--- src/hw/rtl/rpg_pkg.sv ---
// Shared types, widths and constants of the radar polar-to-grid pixel converter.
// Holds the CORDIC arctangent table and the stage structs. No dependencies.
`timescale 1ns / 1ps
`default_nettype none

package rpg_pkg;

  // Sizing of the sweep and the grid
  localparam int RANGE_BINS     = 4096;
  localparam int AZIMUTH_COUNTS = 5600;
  localparam int MAX_GRID_DIM   = 4096;
  localparam int QUARTER_COUNTS = AZIMUTH_COUNTS / 4;

  // Field widths
  localparam int AZ_W   = 13;
  localparam int BIN_W  = 12;
  localparam int PIX_W  = 8;
  localparam int IDX_W  = 12;
  localparam int DIM_W  = 13;
  localparam int RES_W  = 24;
  localparam int ODD_W  = BIN_W + 1;
  localparam int QR_W   = $clog2(QUARTER_COUNTS);

  // Register indexes of the configuration port
  localparam logic [1:0] CFG_GRID_ROWS = 2'd0;
  localparam logic [1:0] CFG_GRID_COLS = 2'd1;
  localparam logic [1:0] CFG_RES_Q16   = 2'd2;

  // Fixed-point constants
  localparam int ANGLE_STEP_Q30    = 1204736;
  localparam int HALF_BIN_STEP_Q32 = 94059784;
  localparam int CORDIC_GAIN_Q30   = 652032874;
  localparam int ROUND_SHIFT       = 15;

  // CORDIC datapath
  localparam int CW               = 34;
  localparam int CORDIC_STEPS     = 16;
  localparam int CORDIC_PER_STAGE = 2;
  localparam int CORDIC_STAGES    = CORDIC_STEPS / CORDIC_PER_STAGE;
  localparam int TRIG_W           = 18;

  // Scaling and division datapath
  localparam int PROD_W    = ODD_W + 1 + TRIG_W;
  localparam int D_W       = 28;
  localparam int FULL_W    = PROD_W + D_W;
  localparam int NUM_W     = 57;
  localparam int LOW_W     = 31;
  localparam int MH_W      = NUM_W - 1 - LOW_W;
  localparam int DIV_QBITS = 13;
  localparam int DV_W      = RES_W + DIV_QBITS;
  localparam int SUM_W     = DIV_QBITS + 2;
  localparam int LANES     = 2;

  // Cycles from an accepted transaction to its result strobe
  localparam int RPG_LATENCY = (CORDIC_STAGES + 2) + 2 + (DIV_QBITS + 1) + 1;

  typedef struct packed {
    logic [AZ_W-1:0]  azimuth_count;
    logic [BIN_W-1:0] range_bin;
    logic [PIX_W-1:0] intensity;
  } rpg_in_t;

  typedef struct packed {
    logic [IDX_W-1:0] row_index;
    logic [IDX_W-1:0] col_index;
    logic [PIX_W-1:0] pixel_value;
    logic             in_bounds;
  } rpg_out_t;

  typedef struct packed {
    logic                     valid;
    logic signed [TRIG_W-1:0] cos_q15;
    logic signed [TRIG_W-1:0] sin_q15;
    logic [ODD_W-1:0]         odd_range;
    logic [PIX_W-1:0]         pixel;
  } rpg_trig_t;

  typedef struct packed {
    logic                        valid;
    logic [LANES-1:0][NUM_W-1:0] num;
    logic [PIX_W-1:0]            pixel;
  } rpg_num_t;

  typedef struct packed {
    logic                            valid;
    logic [LANES-1:0][DIV_QBITS-1:0] quo;
    logic [LANES-1:0]                frac;
    logic [LANES-1:0]                neg;
    logic [LANES-1:0]                ovf;
    logic [PIX_W-1:0]                pixel;
  } rpg_quo_t;

  function automatic logic signed [CW-1:0] atan_q30(input int unsigned i);
    logic signed [CW-1:0] a;
    case (i)
      0:       a = CW'(843314857);
      1:       a = CW'(497837830);
      2:       a = CW'(263043837);
      3:       a = CW'(133525159);
      4:       a = CW'(67021687);
      5:       a = CW'(33543516);
      6:       a = CW'(16775852);
      7:       a = CW'(8388438);
      8:       a = CW'(4194283);
      9:       a = CW'(2097149);
      10:      a = CW'(1048576);
      11:      a = CW'(524288);
      12:      a = CW'(262144);
      13:      a = CW'(131072);
      14:      a = CW'(65536);
      15:      a = CW'(32768);
      default: a = '0;
    endcase
    return a;
  endfunction

endpackage

`default_nettype wire

--- src/hw/rtl/rpg_scale.sv ---
// Two-stage multiplier: odd range count times trig, then times the half-bin step.
// Depends on rpg_pkg.
`timescale 1ns / 1ps
`default_nettype none

module rpg_scale
  import rpg_pkg::*;
(
  input  wire logic      clk,
  input  wire logic      rst_n,
  input  wire rpg_trig_t trig_i,
  output rpg_num_t       num_o
);

  localparam logic signed [D_W-1:0] DIST_STEP = D_W'(HALF_BIN_STEP_Q32);

  logic                     v1_r, v2_r;
  logic signed [PROD_W-1:0] pc_r, ps_r;
  logic [PIX_W-1:0]         pix1_r, pix2_r;
  logic signed [PROD_W-1:0] pc_nxt, ps_nxt;
  logic signed [FULL_W-1:0] fc_nxt, fs_nxt;
  logic [NUM_W-1:0]         nc_r, ns_r;

  always_comb begin
    pc_nxt = signed'({1'b0, trig_i.odd_range}) * trig_i.cos_q15;
    ps_nxt = signed'({1'b0, trig_i.odd_range}) * trig_i.sin_q15;
    fc_nxt = pc_r * DIST_STEP;
    fs_nxt = ps_r * DIST_STEP;
  end

  always_ff @(posedge clk) begin
    if (!rst_n) begin
      v1_r <= 1'b0;
      v2_r <= 1'b0;
    end else begin
      v1_r <= trig_i.valid;
      v2_r <= v1_r;
    end
  end

  always_ff @(posedge clk) begin
    pc_r   <= pc_nxt;
    ps_r   <= ps_nxt;
    pix1_r <= trig_i.pixel;
    nc_r   <= fc_nxt[NUM_W-1:0];
    ns_r   <= fs_nxt[NUM_W-1:0];
    pix2_r <= pix1_r;
  end

  assign num_o.valid  = v2_r;
  assign num_o.num[0] = nc_r;
  assign num_o.num[1] = ns_r;
  assign num_o.pixel  = pix2_r;

endmodule

`default_nettype wire

--- config.mk ---
export PLATFORM = sky130hd
export DESIGN_NAME = rpg_scale
export DESIGN_NICKNAME = d
export VERILOG_FILES = /design/src/hw/rtl/rpg_pkg.sv /design/src/hw/rtl/rpg_scale.sv
export SDC_FILE = /design/constraint.sdc
export NUM_CORES = 2
export LEC_CHECK = 0
export ABC_AREA = 1
export BUFFER_PORTS_ARGS = -buffer_cell sky130_fd_sc_hd__buf_2
export CAP_MARGIN = 40
export CORE_ASPECT_RATIO = 1.5
export CORE_MARGIN = 10
export CORE_UTILIZATION = 45
export CTS_BUF_LIST = sky130_fd_sc_hd__clkbuf_16
export DETAILED_ROUTE_END_ITERATION = 8
export PLACE_DENSITY = 0.59
export SETUP_SLACK_MARGIN = 0.05
export SKIP_CTS_REPAIR_TIMING = 1
export SLEW_MARGIN = 10
export SYNTH_ARGS = -nofsm -noshare
export SYNTH_HDL_FRONTEND = slang
export SYNTH_SLANG_ARGS = --single-unit
--- constraint.sdc ---
create_clock -name clk -period 8.7 [get_ports clk]
set_input_delay 0.435 -clock clk [delete_from_list [all_inputs] [get_ports clk]]
set_output_delay 0.435 -clock clk [all_outputs]
set_load 0.02 [all_outputs]
==> summary.md <==
| Metric | Value |
|---|---|
| Outcome | finished, final reports clean |
| Sequential share of the synthesized area | 6.82% |
| Critical-path cell list | buf_4 > inv_1 > fa_1 > inv_1 > ha_1 > inv_1 > fa_1 > inv_1 > fa_1 > fa_1 > fa_1 > inv_1 > fa_1 > inv_1 > ha_1 > nand2_1 > nor2_1 > nand2_1 > nor3_1 > nand3_1 > nand4_1 > nand2_1 |
| CP max-delay cell | fa_1 |
| DRT antenna net count | 0 |
| TritonCTS buffer count | 17 |
| GRT overflow | 0 |
| Antenna violations before repair | 6 |
| CP Buf/Inv Count | 7 |
| Post-synth EDFFs | 0 |
| Avg Vias per Cell | 4.77 |
| Multi-input gate area | 42700 µm² |
| Vias | 42000 |
| Fin crit period | 6.51 ns |
| First-pass GRT wire length | 243 mm |
| CP Capture Type | flip-flop |
| Worst endpoint required time | 9.13 ns |
| Synth top cells by count | 2367 x inv_1, 1610 x nand2_1, 1087 x fa_1 |
| CP max FO | 43 |
| Die H | 451 µm |
| Slew Limit Headroom | 37.6% |
| Worst-Skew Late Latency | 0.55 ns |
| Worst slew pin tran | 0.936 ns |
| CTS root buf | clkbuf_16 |
| Worst-path clk slew | 0.08 ns |
| Mean Syn Cell Area | 7.90 µm² |
| Fin nets | 9061 |
| Hold Violations, Final | 0 |
| DR DRC count | 0 |
| Post-DP HPWL | 136 mm |
| Fin util | 48.0% |
| WL/cell | 17.2 µm |
| Worst EP arrival | 6.95 ns |
| Port buffer count | 176 |
| Synth top area cells | fa_1 39%, ha_1 16%, inv_1 16%, nand2_1 11%, dfxtp_1 6.8% |
| RSZ-0062 raised after global routing | false |
| Layout cells sized above 1 | 4.66% |
| Mapped Area | 55800 µm² |
| Critical path class | reg -> reg |
| Number of global-route vias before repair | 45300 |
| Yosys warning total | 0 |
| Placed Area | 58500 µm² |
| Area delta synth->final | 6.16% |
| Fmax | 0.154 GHz |
| Clock sink count | 190 |
| Top delay family on crit path | adder cells |
| Max_cap viols | 0 |
| FF/Latch Area | 3810 µm² |
| CTS H-tree depth | 4 |
| Final WL | 152 mm |
| Top-area cell type share of the netlist area | 39.0% |
| Count leader, synth | inv_1 |
| Clock buffer depth | 2 |
| Initial core utilization | 45.2% |
| # setup viols final | 0 |
| Synth unique cells | 38 |
| DRT iter0 DRCs | 1798 |
| Slew Viols, Final | 0 |
| Row cnt | 158 |
| Core Region | 123000 µm² |
| Routability Congestion | 1.02 |
| Cells after Synth | 7061 |
| Pre-antenna DRT Iters | 6 |
| CTS tree | yes |
| Largest net degree at the start of global routing | 44 |
| Most used DFF post-synth | dfxtp_1 |
| Tcrit/Tclk final | 74.9% |
| Sum Neg Setup Slack | 0 ns |
| Synth area leader | fa_1 |
| Ports | 183 |
| Die area | 139000 µm² |
| Die X | 308 µm |
| Flops & latches, synth | 190 |
| Post-route cell area | 59200 µm² |
| Crit path launch type | flip-flop |
| Worst path max stage delay | 0.60 ns |
| Clk_skew | 0.0220 ns |
| Tot GR Track Use | 22.5% |
| Fill count | 12400 |
| Asr flop ratio synth | 0% |
| Hold crit path type | in -> reg |
==> cells by family (layout without fill, tap and decap cells) <==
kind of cell	count (synthesis)	after routing	share of synthesized area [%]
buffers and inverters	2480	2623	16.7
XOR/XNOR	210	210	3.30
AO/OA/AOI/OAI	232	232	2.37
flip-flops	190	190	6.82
AND/OR/NAND/NOR	2144	2144	15.7
adder cells (fa/ha/maj)	1804	1804	55.1
other	1	7	0.00672
==> stage by stage <==
stage / cells / hold slack [ns] / worst slack [ns]
finish: 8810 / 0.0846 / 2.19
CTS: 8800 / -0.0478 / 2.12
global route: 8810 / 0.0935 / 1.73
floorplan: 7066 / 0.310 / 2.30
detailed placement: 8769 / 0.312 / 2.03
global placement: 8765 / 0.309 / 2.10
==> tightest hold or removal path: stages <==
cell and delay [ns]:
buf_2 0.08, nand2_1 0.04, inv_1 0.04
==> area by class of cell <==
class | instances | area share (%)
sequential | 190 | 6.43
multi-input combinational | 4396 | 72.0
timing repair buffer | 207 | 2.04
inverter | 2385 | 15.1
clock inverter | 14 | 0.270
tap | 1600 | 3.38
clock buffer | 17 | 0.718
antenna | 1 | 0.00422
==> cells in the final DEF (no fill, tap or decap), types with 50 or more instances in the layout <==
cell type  count
a21oi_1      113
buf_2        176
dfxtp_1      188
fa_1        1087
ha_1         717
inv_1       2367
nand2_1     1610
nand3_1      144
nand4_1       50
nor2_1       211
xor2_1       169
==> metal layers <==
metal | vias up | GRT usage (%) | part of all wire [%]
li1 | 20300 | - | -
met1 | 20600 | 25.3 | 39
met2 | 832 | 42.2 | 53
met3 | 286 | 2.20 | 3.3
met4 | 4 | 9.83 | 4.5
met5 | - | 0 | 0.020
==> final timing paths <==
kind                    from   endpoint  slack (ns)  cells past startpoint
setup reg to reg    ps_r[31]   ns_r[44]        2.19                     22
setup / recovery    ps_r[31]   ns_r[44]        2.19                     22
hold / removal    trig_i[57]       v1_r        0.08                      3
hold reg to reg    pix1_r[3]  pix2_r[3]        0.33                      0
==> sequential cells by signal, indices dropped and copies added (netlist names) <==
signal	cells
ns_r	54
v2_r	1
pix1_r	8
v1_r	1
pix2_r	8
ps_r	32
pc_r	32
nc_r	54
Power is left out: the tool's default activity adds up to more than one toggle a clock period on the data nets, which glitch-free logic cannot reach.
