`src/hw/rtl/rpg_pkg.sv`:
```
// Shared types, widths and constants of the radar polar-to-grid pixel converter.
// Holds the CORDIC arctangent table and the stage structs. No dependencies.
`timescale 1ns / 1ps
`default_nettype none

package rpg_pkg;

  // Sizing of the sweep and the grid
  localparam int RANGE_BINS     = 4096;
  localparam int AZIMUTH_COUNTS = 5600;
  localparam int MAX_GRID_DIM   = 4096;
  localparam int QUARTER_COUNTS = AZIMUTH_COUNTS / 4;

  // Field widths
  localparam int AZ_W   = 13;
  localparam int BIN_W  = 12;
  localparam int PIX_W  = 8;
  localparam int IDX_W  = 12;
  localparam int DIM_W  = 13;
  localparam int RES_W  = 24;
  localparam int ODD_W  = BIN_W + 1;
  localparam int QR_W   = $clog2(QUARTER_COUNTS);

  // Register indexes of the configuration port
  localparam logic [1:0] CFG_GRID_ROWS = 2'd0;
  localparam logic [1:0] CFG_GRID_COLS = 2'd1;
  localparam logic [1:0] CFG_RES_Q16   = 2'd2;

  // Fixed-point constants
  localparam int ANGLE_STEP_Q30    = 1204736;
  localparam int HALF_BIN_STEP_Q32 = 94059784;
  localparam int CORDIC_GAIN_Q30   = 652032874;
  localparam int ROUND_SHIFT       = 15;

  // CORDIC datapath
  localparam int CW               = 34;
  localparam int CORDIC_STEPS     = 16;
  localparam int CORDIC_PER_STAGE = 2;
  localparam int CORDIC_STAGES    = CORDIC_STEPS / CORDIC_PER_STAGE;
  localparam int TRIG_W           = 18;

  // Scaling and division datapath
  localparam int PROD_W    = ODD_W + 1 + TRIG_W;
  localparam int D_W       = 28;
  localparam int FULL_W    = PROD_W + D_W;
  localparam int NUM_W     = 57;
  localparam int LOW_W     = 31;
  localparam int MH_W      = NUM_W - 1 - LOW_W;
  localparam int DIV_QBITS = 13;
  localparam int DV_W      = RES_W + DIV_QBITS;
  localparam int SUM_W     = DIV_QBITS + 2;
  localparam int LANES     = 2;

  // Cycles from an accepted transaction to its result strobe
  localparam int RPG_LATENCY = (CORDIC_STAGES + 2) + 2 + (DIV_QBITS + 1) + 1;

  typedef struct packed {
    logic [AZ_W-1:0]  azimuth_count;
    logic [BIN_W-1:0] range_bin;
    logic [PIX_W-1:0] intensity;
  } rpg_in_t;

  typedef struct packed {
    logic [IDX_W-1:0] row_index;
    logic [IDX_W-1:0] col_index;
    logic [PIX_W-1:0] pixel_value;
    logic             in_bounds;
  } rpg_out_t;

  typedef struct packed {
    logic                     valid;
    logic signed [TRIG_W-1:0] cos_q15;
    logic signed [TRIG_W-1:0] sin_q15;
    logic [ODD_W-1:0]         odd_range;
    logic [PIX_W-1:0]         pixel;
  } rpg_trig_t;

  typedef struct packed {
    logic                        valid;
    logic [LANES-1:0][NUM_W-1:0] num;
    logic [PIX_W-1:0]            pixel;
  } rpg_num_t;

  typedef struct packed {
    logic                            valid;
    logic [LANES-1:0][DIV_QBITS-1:0] quo;
    logic [LANES-1:0]                frac;
    logic [LANES-1:0]                neg;
    logic [LANES-1:0]                ovf;
    logic [PIX_W-1:0]                pixel;
  } rpg_quo_t;

  function automatic logic signed [CW-1:0] atan_q30(input int unsigned i);
    logic signed [CW-1:0] a;
    case (i)
      0:       a = CW'(843314857);
      1:       a = CW'(497837830);
      2:       a = CW'(263043837);
      3:       a = CW'(133525159);
      4:       a = CW'(67021687);
      5:       a = CW'(33543516);
      6:       a = CW'(16775852);
      7:       a = CW'(8388438);
      8:       a = CW'(4194283);
      9:       a = CW'(2097149);
      10:      a = CW'(1048576);
      11:      a = CW'(524288);
      12:      a = CW'(262144);
      13:      a = CW'(131072);
      14:      a = CW'(65536);
      15:      a = CW'(32768);
      default: a = '0;
    endcase
    return a;
  endfunction

endpackage

`default_nettype wire

```
`src/hw/rtl/rpg_trig.sv`:
```
// Azimuth reduction and pipelined CORDIC giving Q1.15 cosine and sine.
// Depends on rpg_pkg.
`timescale 1ns / 1ps
`default_nettype none

module rpg_trig
  import rpg_pkg::*;
(
  input  wire logic      clk,
  input  wire logic      rst_n,
  input  wire logic      in_valid,
  input  wire rpg_in_t   in_item,
  output rpg_trig_t      trig_o
);

  localparam logic signed [CW-1:0] HALF_LSB = CW'(16384);
  localparam logic signed [CW-1:0] UNIT_Q15 = CW'(32768);

  // Stage 0: fold the count into a quadrant and a Q2.30 residual angle
  logic [AZ_W-1:0]  az_wrap;
  logic [AZ_W-1:0]  az_rem;
  logic [1:0]       quad_nxt;
  logic [31:0]      zprod;
  logic [BIN_W-1:0] bin_sat;

  always_comb begin
    az_wrap = (in_item.azimuth_count >= AZ_W'(AZIMUTH_COUNTS)) ?
              in_item.azimuth_count - AZ_W'(AZIMUTH_COUNTS) : in_item.azimuth_count;
    if (az_wrap >= AZ_W'(3 * QUARTER_COUNTS)) begin
      quad_nxt = 2'd3;
      az_rem   = az_wrap - AZ_W'(3 * QUARTER_COUNTS);
    end else if (az_wrap >= AZ_W'(2 * QUARTER_COUNTS)) begin
      quad_nxt = 2'd2;
      az_rem   = az_wrap - AZ_W'(2 * QUARTER_COUNTS);
    end else if (az_wrap >= AZ_W'(QUARTER_COUNTS)) begin
      quad_nxt = 2'd1;
      az_rem   = az_wrap - AZ_W'(QUARTER_COUNTS);
    end else begin
      quad_nxt = 2'd0;
      az_rem   = az_wrap;
    end
    zprod   = 32'(az_rem[QR_W-1:0]) * 32'(ANGLE_STEP_Q30);
    bin_sat = (32'(in_item.range_bin) >= 32'(RANGE_BINS)) ?
              BIN_W'(RANGE_BINS - 1) : in_item.range_bin;
  end

  logic                 valid_r [0:CORDIC_STAGES];
  logic signed [CW-1:0] x_r     [0:CORDIC_STAGES];
  logic signed [CW-1:0] y_r     [0:CORDIC_STAGES];
  logic signed [CW-1:0] z_r     [0:CORDIC_STAGES];
  logic [1:0]           quad_r  [0:CORDIC_STAGES];
  logic [ODD_W-1:0]     odd_r   [0:CORDIC_STAGES];
  logic [PIX_W-1:0]     pix_r   [0:CORDIC_STAGES];

  always_ff @(posedge clk) begin
    if (!rst_n) begin
      valid_r[0] <= 1'b0;
    end else begin
      valid_r[0] <= in_valid;
    end
  end

  always_ff @(posedge clk) begin
    x_r[0]    <= CW'(CORDIC_GAIN_Q30);
    y_r[0]    <= '0;
    z_r[0]    <= CW'(zprod);
    quad_r[0] <= quad_nxt;
    odd_r[0]  <= {bin_sat, 1'b1};
    pix_r[0]  <= in_item.intensity;
  end

  // CORDIC rotation stages, two micro-rotations each
  for (genvar s = 0; s < CORDIC_STAGES; s++) begin : g_stage
    logic signed [CW-1:0] x_nxt, y_nxt, z_nxt;

    always_comb begin
      logic signed [CW-1:0] cx, cy, cz, sx, sy;
      cx = x_r[s];
      cy = y_r[s];
      cz = z_r[s];
      for (int k = 0; k < CORDIC_PER_STAGE; k++) begin
        sx = cy >>> (s * CORDIC_PER_STAGE + k);
        sy = cx >>> (s * CORDIC_PER_STAGE + k);
        if (!cz[CW-1]) begin
          cx = cx - sx;
          cy = cy + sy;
          cz = cz - atan_q30(s * CORDIC_PER_STAGE + k);
        end else begin
          cx = cx + sx;
          cy = cy - sy;
          cz = cz + atan_q30(s * CORDIC_PER_STAGE + k);
        end
      end
      x_nxt = cx;
      y_nxt = cy;
      z_nxt = cz;
    end

    always_ff @(posedge clk) begin
      if (!rst_n) begin
        valid_r[s+1] <= 1'b0;
      end else begin
        valid_r[s+1] <= valid_r[s];
      end
    end

    always_ff @(posedge clk) begin
      x_r[s+1]    <= x_nxt;
      y_r[s+1]    <= y_nxt;
      z_r[s+1]    <= z_nxt;
      quad_r[s+1] <= quad_r[s];
      odd_r[s+1]  <= odd_r[s];
      pix_r[s+1]  <= pix_r[s];
    end
  end

  // Round half up to Q1.15 and clamp to plus or minus one
  function automatic logic signed [TRIG_W-1:0] round_q15(input logic signed [CW-1:0] v);
    logic signed [CW-1:0] t;
    t = (v + HALF_LSB) >>> ROUND_SHIFT;
    if (t > UNIT_Q15) begin
      t = UNIT_Q15;
    end else if (t < -UNIT_Q15) begin
      t = -UNIT_Q15;
    end
    return t[TRIG_W-1:0];
  endfunction

  logic signed [TRIG_W-1:0] cq, sq, cos_nxt, sin_nxt;

  always_comb begin
    cq = round_q15(x_r[CORDIC_STAGES]);
    sq = round_q15(y_r[CORDIC_STAGES]);
    case (quad_r[CORDIC_STAGES])
      2'd0: begin
        cos_nxt = cq;
        sin_nxt = sq;
      end
      2'd1: begin
        cos_nxt = -sq;
        sin_nxt = cq;
      end
      2'd2: begin
        cos_nxt = -cq;
        sin_nxt = -sq;
      end
      default: begin
        cos_nxt = sq;
        sin_nxt = -cq;
      end
    endcase
  end

  logic                     out_valid_r;
  logic signed [TRIG_W-1:0] cos_r, sin_r;
  logic [ODD_W-1:0]         out_odd_r;
  logic [PIX_W-1:0]         out_pix_r;

  always_ff @(posedge clk) begin
    if (!rst_n) begin
      out_valid_r <= 1'b0;
    end else begin
      out_valid_r <= valid_r[CORDIC_STAGES];
    end
  end

  always_ff @(posedge clk) begin
    cos_r     <= cos_nxt;
    sin_r     <= sin_nxt;
    out_odd_r <= odd_r[CORDIC_STAGES];
    out_pix_r <= pix_r[CORDIC_STAGES];
  end

  assign trig_o = '{valid: out_valid_r, cos_q15: cos_r, sin_q15: sin_r,
                    odd_range: out_odd_r, pixel: out_pix_r};

endmodule

`default_nettype wire

```
`config.mk`:
```
export PLATFORM = sky130hd
export DESIGN_NAME = rpg_trig
export DESIGN_NICKNAME = d
export VERILOG_FILES = /design/src/hw/rtl/rpg_pkg.sv /design/src/hw/rtl/rpg_trig.sv
export SDC_FILE = /design/constraint.sdc
export NUM_CORES = 2
export LEC_CHECK = 0
export BUFFER_PORTS_ARGS = -buffer_cell sky130_fd_sc_hd__buf_2
export CAP_MARGIN = 20
export CORE_UTILIZATION = 27
export DETAILED_ROUTE_END_ITERATION = 16
export HOLD_SLACK_MARGIN = 0.15
export SYNTH_ARGS = -nofsm -noshare
export SYNTH_HDL_FRONTEND = slang
export SYNTH_SLANG_ARGS = --single-unit
```
`constraint.sdc`:
```
create_clock -name clk -period 8.3 [get_ports clk]
set_input_delay 1.66 -clock clk [delete_from_list [all_inputs] [get_ports clk]]
set_output_delay 1.66 -clock clk [all_outputs]
set_load 0.005 [all_outputs]
```
==> impl_metrics.json <==
{
  "grt_overflow_total": 0,
  "dp_hpwl_mm": 228,
  "end_kind": "flop",
  "path_max_fanout": 4,
  "grt_pass1_vias": 82700,
  "synthCells": 12200,
  "fin_skew_ns": 0.0724,
  "grt_max_degree": 86,
  "ys_seq_area_frac": 0.189,
  "synth_warnings": 0,
  "place_congestion": 0.922,
  "slowest_stage": "or4_4",
  "synth_edf_count": 0,
  "ys.flop_type": "dfxtp_1",
  "num_rows": 219,
  "io_buffers": 92,
  "synthArstFlopShare": 0,
  "nNetsFinal": 13900,
  "cap_viol_max_count": 0,
  "post-route-util": 0.305,
  "critPathKind": "reg2reg",
  "drt_iter0_drc": 4715,
  "viasPerCell": 5.03,
  "start_kind": "flop",
  "drtPass1Iterations": 8,
  "final_cell_mix": "ha_1, a21oi_1, xnor2_1",
  "maxSlewViolCount": 0,
  "vias": 86900,
  "dieArea_um2": 361000,
  "cts_tree": "done",
  "cpPeakStageDelay_ns": 0.59,
  "antenna_found_initial": 7,
  "die_h_um": 601,
  "routed_wl_mm": 275,
  "final_cell_count_no_fill": 17300,
  "hold_violations": 0,
  "stdcell_area_um2": 109000,
  "fin_crit_ns": 7.86,
  "seqCellArea_um2": 18300,
  "syn_to_final_growth_pct": 12.2,
  "worst-slew-pin-transition_ns": 1.02,
  "dp.cells": 17100,
  "syn_avg_cell_area_um2": 7.94,
  "synth.ff_latch_count": 915,
  "io_pins": 94,
  "die_w_um": 601,
  "synth_area_um2": 96900,
  "grt_pass1_wl_mm": 438,
  "grtUsageTotal": 0.146,
  "ant_nets": 0,
  "slew_headroom": 0.316,
  "cts_max_level": 3,
  "clock-root-buffer": "clkbuf_16",
  "required_ns": 9.05,
  "place_area_um2": 105000,
  "period_share": 0.947,
  "avgRoutedWirePerCell_um": 15.9,
  "holdWs_ns": 0.289,
  "fmax_mhz": 127,
  "cts_buffers": 114,
  "cts.clk_slew.worst_paths_ns": 0.07,
  "layout_commonest_cell": "ha_1",
  "hold_class": "reg2reg",
  "multiInputGateArea_um2": 75400,
  "cp_data_arrival_time_ns": 8.62,
  "clk_latency_ns": 0.90,
  "clockBufferDepth": 4,
  "synth_cell_types": 135,
  "final-setup-viol-count": 0,
  "start_util": 0.272,
  "cts.sinks": 915,
  "drive_above_1_share": 0.0730,
  "outcome": "finished clean",
  "core_area_um2": 356000,
  "fillCellCount": 38100,
  "drc": 0
}
[critical path, delay by kind of cell (launching register included)]
kind / cells / cell delay, ns
AO/OA/AOI/OAI: 14 / 3.74
AND/OR/NAND/NOR: 6 / 2.05
XOR/XNOR: 5 / 0.87
adder cells (fa/ha/maj): 2 / 0.65
flip-flops: 1 / 0.36
buffers and inverters: 1 / 0.10
[stage by stage]
step	setup WS [ns]	setup TNS (ns)
floorplan	0.00172	0
global placement	-0.912	-4.87
detailed placement	-0.690	-3.20
CTS	0.232	0
global route	-0.0188	-0.0327
finish	0.437	0
[flip-flops by register name, indices dropped and copies added, names as in the netlist]
name and flops:
z_r 201, out_valid_r 1, quad_r 18, odd_r 108, cos_r 18, pix_r 72
y_r 226, x_r 224, sin_r 18, valid_r 9, out_pix_r 8, out_odd_r 12
[synthesized netlist by cell type, drive strengths merged (226+ instances only)]
cell type,number,share of area
nand2,760,0.029
a21o,516,0.040
ha,1339,0.17
nor2,1022,0.040
o21ai,666,0.034
nand3,273,0.014
xnor2,1153,0.11
nor3,311,0.017
a21oi,1251,0.065
inv,630,0.024
nand2b,226,0.015
xor2,570,0.052
dfxtp,915,0.19
[per-layer routing]
| metal | up-vias | share of wire | GRT usage |
|---|---|---|---|
| li1 | 44600 | - | - |
| met1 | 40300 | 0.44 | 0.177 |
| met2 | 1550 | 0.49 | 0.267 |
| met3 | 447 | 0.031 | 0.0122 |
| met5 | - | 0.000040 | 0 |
| met4 | 2 | 0.039 | 0.0564 |
[final timing paths]
check,start,slack (ns),cells after the start,to
hold reg to reg,quad_r[7][0]$_DFF_P_,0.29,0,quad_r[8][0]$_DFF_P_
setup reg to reg,x_r[3][18]$_DFF_P_,0.44,28,x_r[3][67]$_DFF_P_
hold / removal,quad_r[7][0]$_DFF_P_,0.29,0,quad_r[8][0]$_DFF_P_
setup / recovery,x_r[3][18]$_DFF_P_,0.44,28,x_r[3][67]$_DFF_P_
[cell type report]
cell class	count	area share
Multi-Input combinational cell	10400	0.694
Antenna cell	2	0.0000460
Timing Repair Buffer	384	0.0250
Tap cell	4751	0.0547
Sequential cell	915	0.169
Inverter	634	0.0220
Clock buffer	141	0.0281
Clock inverter	69	0.00758
[cell families (layout without fill, tap and decap cells)]
| group | count (synthesis) | count (layout) | share of synthesized area |
|---|---|---|---|
| AOI/OAI and AO/OA | 3739 | 3739 | 0.248 |
| buffers and inverters | 904 | 1228 | 0.0359 |
| other | 2 | 8 | 0.0000775 |
| and+or+nand+nor | 3421 | 3421 | 0.174 |
| muxes | 109 | 109 | 0.0134 |
| xor gates and xnor gates | 1723 | 1723 | 0.157 |
| adders and majority gates | 1388 | 1388 | 0.183 |
| DFF | 915 | 915 | 0.189 |
[repair_timing]
item	4_1_cts	5_1_grt
setup endpoints to repair	0	45
gates resized for setup	0	63
hold buffers	0	0
buffers inserted	0	3
Power is left out: the tool's default activity adds up to more than one toggle a clock period on the data nets, which glitch-free logic cannot reach.
