### src/hw/rtl/rpg_pkg.sv
// Shared types, widths and constants of the radar polar-to-grid pixel converter.
// Holds the CORDIC arctangent table and the stage structs. No dependencies.
`timescale 1ns / 1ps
`default_nettype none

package rpg_pkg;

  // Sizing of the sweep and the grid
  localparam int RANGE_BINS     = 4096;
  localparam int AZIMUTH_COUNTS = 5600;
  localparam int MAX_GRID_DIM   = 4096;
  localparam int QUARTER_COUNTS = AZIMUTH_COUNTS / 4;

  // Field widths
  localparam int AZ_W   = 13;
  localparam int BIN_W  = 12;
  localparam int PIX_W  = 8;
  localparam int IDX_W  = 12;
  localparam int DIM_W  = 13;
  localparam int RES_W  = 24;
  localparam int ODD_W  = BIN_W + 1;
  localparam int QR_W   = $clog2(QUARTER_COUNTS);

  // Register indexes of the configuration port
  localparam logic [1:0] CFG_GRID_ROWS = 2'd0;
  localparam logic [1:0] CFG_GRID_COLS = 2'd1;
  localparam logic [1:0] CFG_RES_Q16   = 2'd2;

  // Fixed-point constants
  localparam int ANGLE_STEP_Q30    = 1204736;
  localparam int HALF_BIN_STEP_Q32 = 94059784;
  localparam int CORDIC_GAIN_Q30   = 652032874;
  localparam int ROUND_SHIFT       = 15;

  // CORDIC datapath
  localparam int CW               = 34;
  localparam int CORDIC_STEPS     = 16;
  localparam int CORDIC_PER_STAGE = 2;
  localparam int CORDIC_STAGES    = CORDIC_STEPS / CORDIC_PER_STAGE;
  localparam int TRIG_W           = 18;

  // Scaling and division datapath
  localparam int PROD_W    = ODD_W + 1 + TRIG_W;
  localparam int D_W       = 28;
  localparam int FULL_W    = PROD_W + D_W;
  localparam int NUM_W     = 57;
  localparam int LOW_W     = 31;
  localparam int MH_W      = NUM_W - 1 - LOW_W;
  localparam int DIV_QBITS = 13;
  localparam int DV_W      = RES_W + DIV_QBITS;
  localparam int SUM_W     = DIV_QBITS + 2;
  localparam int LANES     = 2;

  // Cycles from an accepted transaction to its result strobe
  localparam int RPG_LATENCY = (CORDIC_STAGES + 2) + 2 + (DIV_QBITS + 1) + 1;

  typedef struct packed {
    logic [AZ_W-1:0]  azimuth_count;
    logic [BIN_W-1:0] range_bin;
    logic [PIX_W-1:0] intensity;
  } rpg_in_t;

  typedef struct packed {
    logic [IDX_W-1:0] row_index;
    logic [IDX_W-1:0] col_index;
    logic [PIX_W-1:0] pixel_value;
    logic             in_bounds;
  } rpg_out_t;

  typedef struct packed {
    logic                     valid;
    logic signed [TRIG_W-1:0] cos_q15;
    logic signed [TRIG_W-1:0] sin_q15;
    logic [ODD_W-1:0]         odd_range;
    logic [PIX_W-1:0]         pixel;
  } rpg_trig_t;

  typedef struct packed {
    logic                        valid;
    logic [LANES-1:0][NUM_W-1:0] num;
    logic [PIX_W-1:0]            pixel;
  } rpg_num_t;

  typedef struct packed {
    logic                            valid;
    logic [LANES-1:0][DIV_QBITS-1:0] quo;
    logic [LANES-1:0]                frac;
    logic [LANES-1:0]                neg;
    logic [LANES-1:0]                ovf;
    logic [PIX_W-1:0]                pixel;
  } rpg_quo_t;

  function automatic logic signed [CW-1:0] atan_q30(input int unsigned i);
    logic signed [CW-1:0] a;
    case (i)
      0:       a = CW'(843314857);
      1:       a = CW'(497837830);
      2:       a = CW'(263043837);
      3:       a = CW'(133525159);
      4:       a = CW'(67021687);
      5:       a = CW'(33543516);
      6:       a = CW'(16775852);
      7:       a = CW'(8388438);
      8:       a = CW'(4194283);
      9:       a = CW'(2097149);
      10:      a = CW'(1048576);
      11:      a = CW'(524288);
      12:      a = CW'(262144);
      13:      a = CW'(131072);
      14:      a = CW'(65536);
      15:      a = CW'(32768);
      default: a = '0;
    endcase
    return a;
  endfunction

endpackage

`default_nettype wire

### src/hw/rtl/rpg_div.sv
// Pipelined restoring divider, one quotient bit per stage, for row and column lanes.
// Divides |num| by resolution * 2^31 with a saturation flag. Depends on rpg_pkg.
`timescale 1ns / 1ps
`default_nettype none

module rpg_div
  import rpg_pkg::*;
(
  input  wire logic             clk,
  input  wire logic             rst_n,
  input  wire logic [RES_W-1:0] res,
  input  wire rpg_num_t         num_i,
  output rpg_quo_t              quo_o
);

  logic             valid_r [0:DIV_QBITS];
  logic [PIX_W-1:0] pix_r   [0:DIV_QBITS];

  always_ff @(posedge clk) begin
    if (!rst_n) begin
      valid_r[0] <= 1'b0;
    end else begin
      valid_r[0] <= num_i.valid;
    end
  end

  always_ff @(posedge clk) begin
    pix_r[0] <= num_i.pixel;
  end

  for (genvar j = 0; j < DIV_QBITS; j++) begin : g_vld
    always_ff @(posedge clk) begin
      if (!rst_n) begin
        valid_r[j+1] <= 1'b0;
      end else begin
        valid_r[j+1] <= valid_r[j];
      end
    end

    always_ff @(posedge clk) begin
      pix_r[j+1] <= pix_r[j];
    end
  end

  for (genvar l = 0; l < LANES; l++) begin : g_lane
    logic [MH_W-1:0]      rem_r   [0:DIV_QBITS];
    logic [DIV_QBITS-1:0] quo_r   [0:DIV_QBITS];
    logic                 lo_nz_r [0:DIV_QBITS];
    logic                 neg_r   [0:DIV_QBITS];
    logic                 ovf_r   [0:DIV_QBITS];

    logic signed [NUM_W-1:0] numv;
    logic [NUM_W-1:0]        mag;
    logic                    neg_nxt, ovf_nxt;

    // Split the magnitude: high part is divided, low bits only feed the fraction flag
    always_comb begin
      numv    = signed'(num_i.num[l]);
      neg_nxt = numv[NUM_W-1];
      mag     = neg_nxt ? NUM_W'(-numv) : NUM_W'(numv);
      ovf_nxt = DV_W'(mag[NUM_W-2:LOW_W]) >= {res, {DIV_QBITS{1'b0}}};
    end

    always_ff @(posedge clk) begin
      rem_r[0]   <= mag[NUM_W-2:LOW_W];
      quo_r[0]   <= '0;
      lo_nz_r[0] <= |mag[LOW_W-1:0];
      neg_r[0]   <= neg_nxt;
      ovf_r[0]   <= ovf_nxt;
    end

    for (genvar j = 0; j < DIV_QBITS; j++) begin : g_step
      localparam int BIT = DIV_QBITS - 1 - j;
      logic [DV_W-1:0]      sh, remx;
      logic [MH_W-1:0]      rem_nxt;
      logic [DIV_QBITS-1:0] quo_nxt;

      always_comb begin
        sh      = DV_W'(res) << BIT;
        remx    = DV_W'(rem_r[j]);
        rem_nxt = rem_r[j];
        quo_nxt = quo_r[j];
        if (remx >= sh) begin
          rem_nxt      = MH_W'(remx - sh);
          quo_nxt[BIT] = 1'b1;
        end
      end

      always_ff @(posedge clk) begin
        rem_r[j+1]   <= rem_nxt;
        quo_r[j+1]   <= quo_nxt;
        lo_nz_r[j+1] <= lo_nz_r[j];
        neg_r[j+1]   <= neg_r[j];
        ovf_r[j+1]   <= ovf_r[j];
      end
    end

    assign quo_o.quo[l]  = quo_r[DIV_QBITS];
    assign quo_o.frac[l] = lo_nz_r[DIV_QBITS] | (rem_r[DIV_QBITS] != '0);
    assign quo_o.neg[l]  = neg_r[DIV_QBITS];
    assign quo_o.ovf[l]  = ovf_r[DIV_QBITS];
  end

  assign quo_o.valid = valid_r[DIV_QBITS];
  assign quo_o.pixel = pix_r[DIV_QBITS];

endmodule

`default_nettype wire

### config.mk
export PLATFORM = sky130hd
export DESIGN_NAME = rpg_div
export DESIGN_NICKNAME = d
export VERILOG_FILES = /design/src/hw/rtl/rpg_pkg.sv /design/src/hw/rtl/rpg_div.sv
export SDC_FILE = /design/constraint.sdc
export NUM_CORES = 2
export LEC_CHECK = 0
export BUFFER_PORTS_ARGS = -buffer_cell sky130_fd_sc_hd__buf_2
export CORE_MARGIN = 3
export CORE_UTILIZATION = 65
export CTS_BUF_LIST = sky130_fd_sc_hd__clkbuf_4 sky130_fd_sc_hd__clkbuf_8
export CTS_CLUSTER_DIAMETER = 40
export DETAILED_ROUTE_END_ITERATION = 10
export PLACE_DENSITY = 0.83
export SYNTH_ARGS = -nofsm -noshare
export SYNTH_HDL_FRONTEND = slang
export SYNTH_SLANG_ARGS = --single-unit
### constraint.sdc
create_clock -name clk -period 6.4 [get_ports clk]
set_clock_uncertainty 0.05 [all_clocks]
set_input_delay 1.28 -clock clk [delete_from_list [all_inputs] [get_ports clk]]
set_output_delay 1.28 -clock clk [all_outputs]
set_load 0.02 [all_outputs]
==> results.md <==
| Result | This run |
| --- | --- |
| Number of enable-type register cells in the synthesized netlist | 0 |
| Cell seen most often among critical-path stages | sky130_fd_sc_hd__or4_4 |
| Maximum number of pins on one net before global-route repair | 46 |
| Data required, critical path | 7.07 ns |
| Post-CTS Repair Setup Buffers | 0 |
| Total area of multi-input combinational cells | 0.0294 mm² |
| CTS H-tree lvls | 4 |
| Sequential cell area fraction in the yosys report | 41.7% |
| Fraction of layout cells with a size suffix above 1 | 14.8% |
| Peak supply drop | 0.229 mV |
| CTS tree | done |
| Final count of hold timing violations | 0 |
| Crit. Startpoint | num_i[74] |
| Placed cell area | 0.0548 mm² |
| Floorplan row count | 103 |
| HPWL Detailed | 99,200 µm |
| DIE WIDTH | 290 µm |
| Share of synthesized area spent on multiplexers | 5.35% |
| Reg2Reg Launch Point | g_lane[0].rem_r[0][12] |
| Max-cap viol count | 0 |
| Area of the mapped netlist | 0.0524 mm² |
| Adder-cell share of the synthesized area | 13.3% |
| Count of different cell masters after synthesis | 81 |
| Number of hold-repair buffers added at the cts stage | 0 |
| Number of buffers inserted during clock tree synthesis | 176 |
| Compound-cell area share of the yosys netlist | 16.5% |
| Global routing usage summed across all routing layers | 31.0% |
| Setup repair after global routing missed its margin | no |
| Final weighted congestion of routability-driven global placement | 0.948 |
| Height of the chip | 290 µm |
| Wire length of the first global-routing pass | 212,000 µm |
| Max Buffers Root-to-Sink | 3 |
| Die area | 0.0840 mm² |
| Resized Gates After CTS | 0 |
| Minimum period implied by the final worst setup slack | 5.10 ns |
| Worst R2R Path Depth | 12 |
| Layout-stage area growth over the synthesis result | 12.4% |
| I/O pin total | 190 |
| Outcome | completed |
| Detailed-route vias per instance | 6.08 |
| Arrival time of the worst setup path | 5.77 ns |
| Share of synthesized registers carrying an async set or reset | 0% |
| Endpoint class of the critical path | flop |
| Fin area | 0.0589 mm² |
| Worst path cell trace | buf_2 > or4_4 > nor4_4 > nand4_4 > or4_4 > or4_4 > or4_4 > or3_4 > o31ai_4 > xnor2_1 > ha_1 > nand4_1 > nor3_1 > nand4b_1 > nor4_1 > nand4_1 > o311ai_0 |
| Hold/Removal Path Class | reg -> reg |
| Core area | 0.0794 mm² |
| Synthesis Warnings | 0 |
| Post-route setup TNS | 0 ns |
| Slowest Stage Delay on Critical Path | 0.59 ns |
| Master cell of the clock root buffer | sky130_fd_sc_hd__clkbuf_8 |
| Count of fill cells added during filler insertion | 5,633 |
| Basic-gate share of the synthesized area counting and, or, nand and nor cells | 13.8% |
| Final routed wirelength across all metal layers | 135,000 µm |
| Share of the clock period used by the worst path after layout | 79.7% |
| Minimum setup slack among reg-to-reg paths | 2.40 ns |
| Combinational family with the most area after synthesis | compound AO/OA/AOI/OAI gates |
| Number of violations reported at the end of detailed-routing iteration 0 | 3,146 |
| Dominant register cell in the synthesized netlist | sky130_fd_sc_hd__dfxtp_1 |
| End of the worst register-to-register path | g_lane[0].rem_r[0][46] |
| Skew-Pair Late Insertion Delay | 0.85 ns |
| Number of clock sinks | 1,092 |
| Startpoint type of the worst setup path | input port |
| Cell count after synthesis | 5,423 |
| Power density normalized to cell area | 385 mW/mm² |
| Post-synthesis sequential element count | 1,092 |
| Capture point of the worst path | g_lane[1].ovf_r[0][0] |
| Starting Density | 66.0% |
| Highest fanout seen on the critical path | 10 |
| Static leakage | 0.0264 µW |
| Total Nets Final | 6,434 |
| Vias in the first global route | 41,300 |
| Peak clock frequency supported by timing | 0.196 GHz |
| I/O Buffers | 189 |
| Number of optimization iterations in the first detailed-route pass | 6 |
| Final setup violation count | 0 |
| Worst relative slew slack | 18.8% |
| Total area of sequential cells | 0.0219 mm² |
| Antenna-violating nets left | 0 |
| Slew at the pin with the worst max-slew slack | 1.21 ns |
| Synthesized Nets | 6,114 |
| Clk pin slew, worst setup/hold paths | 0.06 ns |
| Antenna violations before repair | 6 |
| Synth Area per Inst | 9.66 µm² |
| Worst path slowest cell | sky130_fd_sc_hd__or4_4 |
| DRC Markers | 0 |
| Post-synthesis xor/xnor area fraction | 6.89% |
| Number of pins exceeding their max-slew limit in the final report | 0 |
| Avg WL per Cell | 19.5 µm |
| Crit Path Category | in -> reg |
| Via total after detailed routing | 42,200 |
| GRT Residual Overflow | 0 |
report_power, final:
group,switching [µW],internal (µW),leakage (µW)
clock network,2850,3870,0.00212
logic,4210,3280,0.0151
registers,621,7850,0.00912
total,7690,15000,0.0264
worst min-delay path by stage:
stage	startpoint	endpoint	cells past startpoint
floorplan	g_lane[0].lo_nz_r[0][0]	g_lane[0].lo_nz_r[0][1]	0
global placement	g_lane[1].neg_r[0][6]	g_lane[1].neg_r[0][7]	0
finish	g_lane[1].quo_r[9][5]	g_lane[1].quo_r[10][5]	0
CTS	g_lane[0].quo_r[1][43]	g_lane[0].quo_r[1][56]	0
global route	g_lane[0].quo_r[1][43]	g_lane[0].quo_r[1][56]	0
detailed placement	g_lane[1].quo_r[11][9]	g_lane[1].quo_r[12][9]	0
per-layer routing:
layer	track usage [%]	share of wire (%)	vias to the layer above
li1	-	-	20300
met1	36.7	40	19800
met2	53.7	48	1631
met3	5.28	6.5	460
met4	16.5	5.3	6
met5	0	0.030	-
worst max-delay path: cells and delay by family:
| family | cells | cell delay (ns) |
|---|---|---|
| simple gates | 12 | 3.69 |
| xor+xnor | 1 | 0.11 |
| fa+ha+maj | 1 | 0.30 |
| buf+inv | 1 | 0.10 |
| compound gates | 2 | 0.29 |
stage by stage:
stage | cells | utilization, % | hold WS, ns | total power [µW] | setup WS [ns]
4_1_cts | 6936 | 74.1 | 0.240 | 22700 | 1.36
6_report | 6939 | 74.2 | 0.247 | 22700 | 1.30
3_5_place_dp | 6615 | 69.0 | 0.262 | 15900 | 0.478
3_3_place_gp | 6615 | 69.0 | 0.260 | 15700 | 0.584
5_1_grt | 6937 | 74.2 | 0.232 | 24000 | 1.15
2_1_floorplan | 5423 | - | 0.260 | 14100 | 0.813
state kept, by name (all words and copies together), names as in the netlist:
register,count
g_lane.rem_r,700
g_lane.quo_r,182
pix_r,112
g_lane.lo_nz_r,28
g_lane.neg_r,28
g_lane.ovf_r,28
valid_r,14
area by class of cell:
cell class	instances	share of cell area (%)
repair buffers	251	2.50
clock inverters	75	1.55
flip-flops and latches	1092	37.1
inverters	204	1.30
diodes	3	0.0128
multi-input cells	4018	49.9
clock buffers	246	5.37
well taps	1050	2.23
cells in the mapped netlist (all sizes together) (8+ instances only):
library cell	n	area share, %
a221oi	11	0.18
and4	27	0.45
o41ai	14	0.23
clkbuf	88	0.63
or2	37	0.44
ha	516	12
nand4b	12	0.20
a211o	16	0.27
a21o	166	2.4
o2111ai	8	0.13
nand4	91	1.1
o21a	75	1.1
or4	27	0.42
o311ai	9	0.15
a21boi	34	0.49
a41oi	18	0.30
o211ai	24	0.34
nor2b	83	0.99
xnor2	248	4.1
xor2	164	2.7
fa	26	0.99
dfxtp	1092	42
nand2	449	3.2
nor2	265	1.9
or3	35	0.43
buf	21	0.26
o21bai	53	0.76
nand3	82	0.78
nor3	101	0.97
nand3b	11	0.16
o31a	10	0.17
a21oi	343	3.3
nand2b	55	0.66
and3	35	0.42
nor4b	14	0.23
nor4	66	0.84
o31ai	57	0.84
mux2i	37	0.71
a211oi	29	0.42
a31oi	55	0.66
mux2	216	4.6
inv	202	1.4
o21ai	393	3.8
and2	33	0.39
cell families (layout without fill, tap and decap cells):
group | count (synthesis) | after routing
xor gates and xnor gates | 412 | 412
adders and majority gates | 542 | 542
buffers and inverters | 313 | 776
muxes | 253 | 253
and+or+nand+nor | 1434 | 1434
DFF | 1092 | 1092
other | 0 | 3
AOI/OAI and AO/OA | 1377 | 1377
layout by cell type (no fill, tap or decap), types with 55 or more instances in the layout:
master,Yosys,final
sky130_fd_sc_hd__nand4_1,90,90
sky130_fd_sc_hd__o21ai_0,391,390
sky130_fd_sc_hd__o31ai_1,56,55
sky130_fd_sc_hd__nor2b_1,83,83
sky130_fd_sc_hd__a21oi_1,343,343
sky130_fd_sc_hd__nand3_1,82,82
sky130_fd_sc_hd__nor4_1,63,62
sky130_fd_sc_hd__inv_1,202,191
sky130_fd_sc_hd__nand2b_1,55,55
sky130_fd_sc_hd__o21a_1,75,75
sky130_fd_sc_hd__nand2_1,449,449
sky130_fd_sc_hd__xnor2_1,248,248
sky130_fd_sc_hd__a21o_1,166,166
sky130_fd_sc_hd__xor2_1,164,164
sky130_fd_sc_hd__mux2_2,216,216
sky130_fd_sc_hd__buf_4,13,57
sky130_fd_sc_hd__buf_2,0,189
sky130_fd_sc_hd__dfxtp_1,1092,1092
sky130_fd_sc_hd__nor2_1,265,264
sky130_fd_sc_hd__ha_1,516,516
sky130_fd_sc_hd__nor3_1,101,101
sky130_fd_sc_hd__clkbuf_8,0,210
Power figures use the tool's default switching activity.
